$ cat config.mk
export PLATFORM = sky130hd
export DESIGN_NAME = bbr_queue
export DESIGN_NICKNAME = d
export VERILOG_FILES = /design/src/sv/bbr_pkg.sv /design/src/sv/bbr_queue.sv
export SDC_FILE = /design/constraint.sdc
export NUM_CORES = 1
export LEC_CHECK = 0
export ABC_CLOCK_PERIOD_IN_PS = 2300
export BUFFER_PORTS_ARGS = -buffer_cell sky130_fd_sc_hd__clkbuf_2
export CAP_MARGIN = 30
export CELL_PAD_IN_SITES_DETAIL_PLACEMENT = 0
export CELL_PAD_IN_SITES_GLOBAL_PLACEMENT = 2
export CORE_MARGIN = 5
export CORE_UTILIZATION = 40
export CTS_CLUSTER_SIZE = 10
export DETAILED_ROUTE_END_ITERATION = 7
export GPL_ROUTABILITY_DRIVEN = 0
export MAX_ROUTING_LAYER = met4
export PLACE_DENSITY = 0.78
export SLEW_MARGIN = 20
export SYNTH_ARGS = -nofsm -noshare
export SYNTH_HDL_FRONTEND = slang
export SYNTH_SLANG_ARGS = --single-unit
$ cat constraint.sdc
create_clock -name clk -period 2.3 [get_ports clk]
set_input_delay 0.115 -clock clk [delete_from_list [all_inputs] [get_ports clk]]
set_output_delay 0.115 -clock clk [all_outputs]
set_load 0.05 [all_outputs]
$ cat src/sv/bbr_pkg.sv
// ----------------------------------------------------------------------------
// bbr_pkg
// Shared constants, the command word and the divide-by-nine helper for the
// 3x3 box blur.
// ----------------------------------------------------------------------------
package bbr_pkg;

	localparam int CFG_W     = 11;
	localparam int CFG_IDX_W = 1;
	localparam int CFG_MAX   = 2 ** CFG_W - 1;
	localparam int COORD_W   = 10;
	localparam int RGB_W     = 24;
	localparam int SUM_W     = 12;
	localparam int MUL_W     = 13;

	localparam int DEF_MAX_WIDTH      = 1024;
	localparam int DEF_MAX_HEIGHT     = 1024;
	localparam int FRAME_WIDTH_RESET  = 800;
	localparam int FRAME_HEIGHT_RESET = 600;
	localparam int QUEUE_DEPTH        = 4;

	localparam logic [CFG_IDX_W-1:0] REG_FRAME_WIDTH  = 1'd0;
	localparam logic [CFG_IDX_W-1:0] REG_FRAME_HEIGHT = 1'd1;

	localparam logic [7:0]       ALPHA      = 8'hFF;
	localparam logic [MUL_W-1:0] DIV9_MUL   = 13'd7282;
	localparam int               DIV9_SHIFT = 16;

	// one classified beat handed from the front end to the back end
	typedef struct packed {
		logic               flush;
		logic               emit_a;
		logic               emit_b;
		logic               first_col;
		logic               cap;
		logic               done;
		logic [2:0]         cols_a;
		logic [2:0]         cols_b;
		logic [2:0]         rows;
		logic [RGB_W-1:0]   rgb;
		logic [COORD_W-1:0] ax;
		logic [COORD_W-1:0] bx;
		logic [COORD_W-1:0] oy;
	} cmd_t;

	// floor(s / 9) for s up to 9 * 255
	function automatic logic [7:0] div9(input logic [SUM_W-1:0] s);
		logic [SUM_W+MUL_W-1:0] p;
		p = (SUM_W+MUL_W)'(s) * (SUM_W+MUL_W)'(DIV9_MUL);
		return p[DIV9_SHIFT +: 8];
	endfunction

endpackage

$ cat src/sv/bbr_queue.sv
// ----------------------------------------------------------------------------
// bbr_queue
// Small register FIFO that decouples the front end from the back end.
// ----------------------------------------------------------------------------
module bbr_queue #(
	parameter int W     = 8,
	parameter int DEPTH = bbr_pkg::QUEUE_DEPTH
) (
	input  logic         clk,
	input  logic         arst_n,
	input  logic         push,
	input  logic [W-1:0] wdata,
	input  logic         pop,
	output logic         full,
	output logic         valid,
	output logic [W-1:0] rdata
);

	localparam int PW = (DEPTH > 1) ? $clog2(DEPTH) : 1;
	localparam int NW = $clog2(DEPTH + 1);

	logic [W-1:0]  mem_q [DEPTH];
	logic [PW-1:0] wr_ptr_q, rd_ptr_q;
	logic [NW-1:0] count_q;

	assign full  = (count_q == NW'(DEPTH));
	assign valid = (count_q != '0);
	assign rdata = mem_q[rd_ptr_q];

	always_ff @(posedge clk) begin
		if (push) begin
			mem_q[wr_ptr_q] <= wdata;
		end
	end

	always_ff @(posedge clk or negedge arst_n) begin
		if (!arst_n) begin
			wr_ptr_q <= '0;
			rd_ptr_q <= '0;
			count_q  <= '0;
		end else begin
			if (push) begin
				wr_ptr_q <= (wr_ptr_q == PW'(DEPTH - 1)) ? '0 : wr_ptr_q + PW'(1);
			end
			if (pop) begin
				rd_ptr_q <= (rd_ptr_q == PW'(DEPTH - 1)) ? '0 : rd_ptr_q + PW'(1);
			end
			unique case ({push, pop})
				2'b10:   count_q <= count_q + NW'(1);
				2'b01:   count_q <= count_q - NW'(1);
				default: count_q <= count_q;
			endcase
		end
	end

	a_no_push_when_full: assert property (@(posedge clk) disable iff (!arst_n)
		push |-> !full)
		else $error("queue push while full");

endmodule

==> reports/results.tsv <==
metric	value	unit
Avg Inst Size Synth	20.3	µm²
worst reg2reg startpoint	wr_ptr_q[0]	
CP Capture Type	output port	
Fillers	332	
CP startpoint	rd_ptr_q[0]	
largest net degree at the start of global routing	13	
worst-margin pin slew	582	ps
proportion of layout cells with a drive suffix above 1	0.371	
run status	finished, final reports clean	
area of the multi-input gates	402	µm²
# IOs	22	
CTS clock-pin slew for the worst setup and hold paths	70	ps
min-delay worst type	input pin to register	
Routed Antenna Nets	0	
sequential share of the synthesized area	0.726	
post-CTS setup buffer count	0	
height of the die	72.6	µm
Peak VDD IR	0.000431	V
ant diodes	0	
Initial DRT Pass Iterations	4	
buffer depth of the longest clock path	2	
RSZ-0062 raised after global routing	false	
Max FO, Critical Path	11	
full die area	5260	µm²
first-pass GRT wire length	3880	µm
initial antenna violation count	0	
Final min period	1950	ps
Static Leak	0.000674	µW
post-synth cell types	17	
Clock Tree Root	clkbuf_8	
I/O Buffers	21	
CTS resizes	0	
Post-Syn Instances	77	
Final Max Tran Viols	0	
Die X	72.6	µm
Worst R2R End	mem_q[2][7]	
Total Wirelength	2320	µm
TNS Setup	0	ps
Nets	123	
Startpoint Class	register	
CTS tree	done	
Max Cap Violations	0	
setup violators final	0	
CTS Buf Count	5	
initial core utilization	0.421	
WS Path Type	register to output port	
cell area after synthesis	1570	µm²
P per Cell Area	1320	nW/µm²
Area Overhead vs Synth	15.6	%
crit path DAT	1830	ps
post-detail-place hpwl	1580	µm
worst skew pair latency	290	ps
Vias	739	
GRT Resource Usage Total	0.108	
hold path depth	1	
H-tree depth	2	
post-synth net total	96	
Worst Clk Skew	3.47	ps
hold slack	42.2	ps
YS warnings	0	
number of failing hold endpoints at the final stage	0	
Place WS	612	ps
Worst Path Required	2180	ps
crit path to	rdata[2]	
final worst slack	351	ps
cells on worst reg2reg path	3	
vias in the first global route	792	
worst relative slew slack	0.612	
DP Area	1710	µm²
Clock Sink Count	39	
Core ar.	3720	µm²
fin area	1810	µm²
Residual DRC	0	
FF+latch area	1140	µm²
part of the cycle the worst path needs	0.847	
gr ovfl total	0	
drt initial violations	59	
FF+latch count, synth	39	
f_max	513	MHz
CTS Hold Bufs	1	
R2R setup slack	880	ps
Rows	22	
DR WL/cell	15.2	µm
Vias/cell	4.83	
## flip-flops by register name, summed over array words and instances (netlist names)
register and cells:
mem_q 32, count_q 3, wr_ptr_q 2, rd_ptr_q 2
## final cells by class
class	count	share of cell area
Tap cell	48	0.0332
Clock buffer	6	0.0401
Inverter	3	0.00622
Timing Repair Buffer	22	0.0636
Clock inverter	2	0.00692
Sequential cell	39	0.628
Multi-Input combinational cell	33	0.222
## worst max-delay path, stage by stage, from the launching register on
cell,delay [ps]
dfrtp_1,710
mux4_2,580
clkbuf_2,250
## worst min path at each step
stage | slack, ps | from | to
after floorplan | -180 | arst_n | count_q[0]
after global placement | -30 | arst_n | wr_ptr_q[0]
after detailed placement | -30 | arst_n | wr_ptr_q[0]
after CTS | 30 | wdata[0] | mem_q[3][0]
after global routing | 20 | wdata[0] | mem_q[1][0]
final | 40 | wdata[0] | mem_q[0][0]
## cell families after synthesis
| logic type | count (synthesis) | synth area share |
|---|---|---|
| adder cells (fa/ha/maj) | 7 | 0.0608 |
| XOR/XNOR | 3 | 0.0168 |
| flip-flops | 39 | 0.726 |
| multiplexers | 11 | 0.137 |
| AND/OR/NAND/NOR | 10 | 0.0360 |
| AO/OA/AOI/OAI | 2 | 0.00640 |
| buffers and inverters | 5 | 0.0176 |
## metal layers
layer,global-route usage,part of all wire,vias up
met2,0.161,0.50,18
met4,0.0738,0.034,0
met5,-,0,-
li1,-,-,348
met1,0.121,0.40,366
met3,0.0388,0.061,7
## placed cells by master, fill, tap and decap left out, drive strengths merged
cell / count
and2: 4
xor2: 1
dfrtp: 7
nor2: 2
or3: 2
xnor2: 2
edfxtp: 32
nor3b: 1
clkinvlp: 1
dlygate4sd3: 1
nand2: 1
ha: 6
mux4: 8
clkbuf: 27
clkinv: 1
o21ai: 2
fa: 1
inv: 3
mux2: 3
## synthesized netlist by cell type, drive strengths merged
cell type	number	area, µm²
dfrtp	7	175
nor3b	1	7.51
ha	6	75.1
nand2	1	3.75
mux4	8	180
or3	2	12.5
buf	2	16.3
and2	4	25.0
inv	3	11.3
xor2	1	8.76
edfxtp	32	961
o21ai	2	10.0
xnor2	2	17.5
mux2	3	33.8
fa	1	20.0
nor2	2	7.51
## stage by stage
step | instances | utilization | power (µW)
floorplan | 77 | - | 1810
global placement | 144 | 0.461 | 1970
detailed placement | 144 | 0.461 | 1990
CTS | 153 | 0.487 | 2430
global route | 153 | 0.487 | 2540
finish | 153 | 0.487 | 2390
## report_power, final
group | total (µW) | switching (µW) | leakage (µW) | internal, µW
combinational | 882 | 565 | 0.000256 | 317
clock | 432 | 220 | 0.0000412 | 211
sequential | 1070 | 145 | 0.000377 | 929
Power figures use the tool's default switching activity.
