`config.mk`:
```
export PLATFORM = sky130hd
export DESIGN_NAME = bbr_front
export DESIGN_NICKNAME = d
export VERILOG_FILES = /design/src/sv/bbr_pkg.sv /design/src/sv/bbr_front.sv
export SDC_FILE = /design/constraint.sdc
export NUM_CORES = 1
export LEC_CHECK = 0
export BUFFER_PORTS_ARGS = -buffer_cell sky130_fd_sc_hd__buf_2
export CAP_MARGIN = 20
export CORE_MARGIN = 2
export CORE_UTILIZATION = 30
export DETAILED_ROUTE_END_ITERATION = 8
export GPL_TIMING_DRIVEN = 0
export PLACE_DENSITY = 0.61
export SYNTH_ARGS = -nofsm -noshare
export SYNTH_HDL_FRONTEND = slang
export SYNTH_SLANG_ARGS = --single-unit
```
`constraint.sdc`:
```
create_clock -name clk -period 6.28 [get_ports clk]
set_input_delay 0.628 -clock clk [delete_from_list [all_inputs] [get_ports clk]]
set_output_delay 0.628 -clock clk [all_outputs]
set_load 0.005 [all_outputs]
```
`src/sv/bbr_pkg.sv`:
```
// ----------------------------------------------------------------------------
// bbr_pkg
// Shared constants, the command word and the divide-by-nine helper for the
// 3x3 box blur.
// ----------------------------------------------------------------------------
package bbr_pkg;

	localparam int CFG_W     = 11;
	localparam int CFG_IDX_W = 1;
	localparam int CFG_MAX   = 2 ** CFG_W - 1;
	localparam int COORD_W   = 10;
	localparam int RGB_W     = 24;
	localparam int SUM_W     = 12;
	localparam int MUL_W     = 13;

	localparam int DEF_MAX_WIDTH      = 1024;
	localparam int DEF_MAX_HEIGHT     = 1024;
	localparam int FRAME_WIDTH_RESET  = 800;
	localparam int FRAME_HEIGHT_RESET = 600;
	localparam int QUEUE_DEPTH        = 4;

	localparam logic [CFG_IDX_W-1:0] REG_FRAME_WIDTH  = 1'd0;
	localparam logic [CFG_IDX_W-1:0] REG_FRAME_HEIGHT = 1'd1;

	localparam logic [7:0]       ALPHA      = 8'hFF;
	localparam logic [MUL_W-1:0] DIV9_MUL   = 13'd7282;
	localparam int               DIV9_SHIFT = 16;

	// one classified beat handed from the front end to the back end
	typedef struct packed {
		logic               flush;
		logic               emit_a;
		logic               emit_b;
		logic               first_col;
		logic               cap;
		logic               done;
		logic [2:0]         cols_a;
		logic [2:0]         cols_b;
		logic [2:0]         rows;
		logic [RGB_W-1:0]   rgb;
		logic [COORD_W-1:0] ax;
		logic [COORD_W-1:0] bx;
		logic [COORD_W-1:0] oy;
	} cmd_t;

	// floor(s / 9) for s up to 9 * 255
	function automatic logic [7:0] div9(input logic [SUM_W-1:0] s);
		logic [SUM_W+MUL_W-1:0] p;
		p = (SUM_W+MUL_W)'(s) * (SUM_W+MUL_W)'(DIV9_MUL);
		return p[DIV9_SHIFT +: 8];
	endfunction

endpackage

```
`src/sv/bbr_front.sv`:
```
// ----------------------------------------------------------------------------
// bbr_front
// Accepts pixel and flush beats, tracks the raster position and turns each
// useful beat into a command for the back end.
// ----------------------------------------------------------------------------
module bbr_front #(
	parameter int MAX_WIDTH  = bbr_pkg::DEF_MAX_WIDTH,
	parameter int MAX_HEIGHT = bbr_pkg::DEF_MAX_HEIGHT
) (
	input  logic                          clk,
	input  logic                          arst_n,
	input  logic                          restart,
	input  logic [bbr_pkg::CFG_W-1:0]     frame_w,
	input  logic [bbr_pkg::CFG_W-1:0]     frame_h,
	input  logic                          pix_valid,
	output logic                          pix_stall,
	input  logic                          mode,
	input  logic [31:0]                   pixel_in,
	input  logic                          q_full,
	output logic                          push,
	output bbr_pkg::cmd_t                 cmd,
	output logic [$clog2(MAX_WIDTH)-1:0]  addr
);

	localparam int XW = $clog2(MAX_WIDTH);
	localparam int YW = $clog2(MAX_HEIGHT);
	localparam int CW = (XW + 1 > bbr_pkg::CFG_W) ? XW + 1 : bbr_pkg::CFG_W;
	localparam int RW = (YW + 1 > bbr_pkg::CFG_W) ? YW + 1 : bbr_pkg::CFG_W;
	localparam int OW = bbr_pkg::COORD_W;

	logic [XW-1:0] col_q;
	logic [YW-1:0] row_q;
	logic          flush_q;

	logic [CW-1:0] x_e, w_e;
	logic [RW-1:0] y_e, h_e;
	logic          last_col, last_row, is_pix, is_flush, accept;

	assign x_e = CW'(col_q);
	assign w_e = CW'(frame_w);
	assign y_e = RW'(row_q);
	assign h_e = RW'(frame_h);

	assign last_col = (x_e + CW'(1)) >= w_e;
	assign last_row = (y_e + RW'(1)) >= h_e;

	assign pix_stall = q_full;
	assign accept    = pix_valid && !q_full;
	assign is_pix    = !mode && !flush_q;
	assign is_flush  = mode && flush_q;
	assign push      = accept && (is_pix || is_flush);
	assign addr      = flush_q ? XW'(x_e + CW'(1)) : col_q;

	always_comb begin
		cmd     = '0;
		cmd.rgb = pixel_in[31:8];
		if (flush_q) begin
			cmd.flush     = 1'b1;
			cmd.emit_a    = 1'b1;
			cmd.first_col = (col_q == '0);
			cmd.done      = last_col;
			cmd.cols_a    = {!last_col, 1'b1, col_q != '0};
			cmd.rows      = {1'b0, 1'b1, h_e >= RW'(2)};
			cmd.ax        = OW'(x_e);
			cmd.bx        = OW'(x_e);
			cmd.oy        = OW'(h_e - RW'(1));
		end else begin
			cmd.emit_a = (row_q != '0) && (col_q != '0);
			cmd.emit_b = (row_q != '0) && last_col;
			cmd.cap    = last_row && (col_q == '0);
			cmd.cols_a = {1'b1, 1'b1, x_e >= CW'(2)};
			cmd.cols_b = {1'b1, col_q != '0, 1'b0};
			cmd.rows   = {1'b1, 1'b1, y_e >= RW'(2)};
			cmd.ax     = OW'(x_e - CW'(1));
			cmd.bx     = OW'(w_e - CW'(1));
			cmd.oy     = OW'(y_e - RW'(1));
		end
	end

	always_ff @(posedge clk or negedge arst_n) begin
		if (!arst_n) begin
			col_q   <= '0;
			row_q   <= '0;
			flush_q <= 1'b0;
		end else if (restart) begin
			col_q   <= '0;
			row_q   <= '0;
			flush_q <= 1'b0;
		end else if (push) begin
			if (last_col) begin
				col_q <= '0;
				if (flush_q) begin
					flush_q <= 1'b0;
				end else if (last_row) begin
					row_q   <= '0;
					flush_q <= 1'b1;
				end else begin
					row_q <= YW'(y_e + RW'(1));
				end
			end else begin
				col_q <= XW'(x_e + CW'(1));
			end
		end
	end

endmodule

```
==> flow_summary.toml <==
[place]
pre_cts_ws_ps = 2348
place_inst = 622
globalplace.congestion = 0.8851
dpl_cell_area_um2 = 3720
sum_of_net_half_perimeters_after_detailed_placement_mm = 7.317
numPortBuffers = 104

[cts]
cts_inserted_buffers = 3
clk_root_buffer_cell = "clkbuf_8"
cts_setup_buffers = 0
clock_path_buffers = 2
cts_tree = "yes"
ctsHoldBuffers = 0
max_h_tree_level = 1
tritoncts_num_sinks = 21
clk-insertion-delay-late_ps = 270
cts_resized = 0
worst_setup_hold_path_clk_slew_ps = 80

[worst_setup_path]
worst-setup-path-type = "register to output port"
startpoint = "col_q[0]$_DFFE_PN0P_"
cp-end-kind = "output port"
worst-path-max-fanout = 10
critPathRequiredTime_ps = 5650
worst-endpoint-arrival_ps = 3610
rr_startpoint = "row_q[2]$_DFFE_PN0P_"
start_kind = "register"

[floorplan]
dieHeight_um = 104.5
num_io_pins = 141
area_of_the_core_region_um2 = 9774
floorplan.initialDensity = 0.3099
fp.dieW_um = 104.5
die-area_um2 = 10920
floorplan.rows = 36

[global_route]
grt_max_degree = 22
grt_first_pass_wirelength_mm = 14.79
grt_antenna_before_repair = 0
grt_overflow_total = 0
grt_use_total = 0.1626
grt_pass1_vias = 2994

[synth]
mappedNetlistArea_um2 = 3029
yosys_top_cell_area_share = 0.1735
yosysSeqAreaShare = 0.1735
synth_edf_count = 0
syn_inst = 384
primary_ff_master_synth = "dfrtp_1"
leading_post_synthesis_cells_by_cell_area = "dfrtp_1 17%, ha_1 12%, xnor2_1 9.3%"
synth-async-reset-ratio = 1.000
synth_seq_cells = 21
synth-warning-count = 0
yosysTopAreaCell = "dfrtp_1"
netlist-cell-type-count = 48
synth_area_per_cell_um2 = 7.888

[finish]
layout_cell_share_with_drive_strength_beyond_1 = 0.3103
regArea_um2 = 525.5
layout-area-overhead-vs-synth_pct = 24.33
layout_commonest_cell = "buf_2"
final_nets = 584
most_frequent_cells_in_the_layout = "112 x buf_2, 32 x xnor2_1, 31 x inv_1"
multi_input_comb_area_um2 = 2062
final_cell_area_um2 = 3766
stdcell_count = 626
num_antenna_cells = 0
fillerInstances = 1063

[sta]
report.final.hold_viol_count = 0
slew_violations = 0
finalSetupTns_ps = 0
tightestPinTransition_ps = 707.7
rsz_0062_raised_after_global_routing = "no"
max_freq_ghz = 0.2361
finalWorstPathRequiredPeriod_ps = 4235
setup_violations = 0
worst_slew_margin_rel = 0.5282
clock_skew_ps = 7.806
worst_slack_ps = 2045
timing.final.crit_share = 0.6744

[detailed_routing]
detail_route.wirelength.met1_mm = 4.171
met2RoutedLength_mm = 4.280
drt.antenna.violating_nets = 0
top_signal_layer_used = "met4"
met3WireLength_um = 532
average_vias_per_placed_instance = 4.917
detail_route.wl_per_cell_um = 14.47
drtIter0Drc = 153
drt_pass1_iterations = 4
drc = 0
route.vias.total = 3078
routed_wl_mm = 9.059

[pwr]
power-per-cell-area_nw_per_um2 = 83.71
ir_worst_vdd_mv = 0.06224
power.leakage_uw = 0.001950

[run_status]
status = "complete, no violations"

[job]
timing.max_cap.violations = 0

[hold_path]
hold_path_class = "input port to async pin"
[logic make-up (layout without fill, tap and decap cells)]
family                   Yosys count  count (layout)  share of synthesized area
AO/OA/AOI/OAI                     65              65                     0.1673
XOR/XNOR                          50              50                     0.1446
adder cells (fa/ha/maj)           30              30                     0.1239
buffers and inverters             86             194                     0.1470
flip-flops                        21              21                     0.1735
multiplexers                      12              12                    0.04007
other                              2               3                   0.002479
AND/OR/NAND/NOR                  118             118                     0.2012
[sequential cells by signal, indices dropped and copies added (netlist names)]
| signal | flops |
|---|---|
| row_q | 10 |
| col_q | 10 |
| flush_q | 1 |
[power breakdown]
group / internal (uW) / leakage (uW) / switching [uW]
combinational: 43.1 / 0.00163 / 44.2
sequential: 136 / 0.000293 / 1.04
clock: 44.3 / 0.0000255 / 47.1
total: 223 / 0.00195 / 92.3
[cell type report]
class,instances,share of cell area
Buffer,54,0.08638
Clock buffer,3,0.01096
Clock inverter,1,0.001329
Inverter,32,0.03189
Multi-Input combinational cell,278,0.5475
Sequential cell,21,0.1395
Tap cell,133,0.04419
Timing Repair Buffer,104,0.1382
[cells in the mapped netlist, types with 2 or more instances]
library cell	instances
a32o_1	8
a32oi_1	3
ha_1	30
o21ai_0	10
a31oi_1	2
nor4_1	7
xor2_1	18
conb_1	2
buf_2	8
o21ai_1	4
buf_4	30
inv_1	31
nand4_1	7
nand2_1	29
or2_1	2
or4_1	3
nor2_1	21
and3_1	10
buf_1	2
xnor2_1	32
a22o_1	6
dfrtp_1	21
mux2i_1	11
o41ai_1	4
nand3b_1	2
a21o_1	8
a211oi_1	2
nor3b_1	3
nand3_1	13
a21oi_1	8
nor3_1	13
nand2b_1	5
clkbuf_1	14
[worst max-delay path, cell delays in order, from the launching register on]
cell and delay [ps]:
dfrtp_1 510, ha_1 300, nand3_1 150, nor2_1 330, nand3_1 150, xnor2_1 190
ha_1 290, nand3_1 120, o41ai_2 480, nor2_1 130, clkbuf_1 270, a211oi_1 270
buf_2 150
[metal layers]
layer | vias up | track usage
li1 | 1527 | -
met1 | 1438 | 0.2085
met2 | 106 | 0.2913
met3 | 7 | 0.02256
met4 | 0 | 0.02896
met5 | - | 0
[final timing paths]
kind,to,slack [ps],depth (start not counted)
hold reg to reg,col_q[0]$_DFFE_PN0P_,650,1
hold / removal,row_q[8]$_DFFE_PN0P_,320,1
max in group asynchronous,col_q[1]$_DFFE_PN0P_,5620,1
setup / recovery,cmd[66],2040,12
setup reg to reg,row_q[7]$_DFFE_PN0P_,2730,12
min in group clk,col_q[0]$_DFFE_PN0P_,650,1
[metrics by stage]
stage                     hold slack, ps  power (uW)    util
after floorplan                    332.4       186.2       -
after global placement             615.4       225.7  0.3806
after detailed placement           617.7       227.1  0.3806
after CTS                          330.3       317.5  0.3853
after global routing               352.5       333.1  0.3853
final                              315.6       315.2  0.3853
No activity file was read; power rests on OpenSTA's default activity.
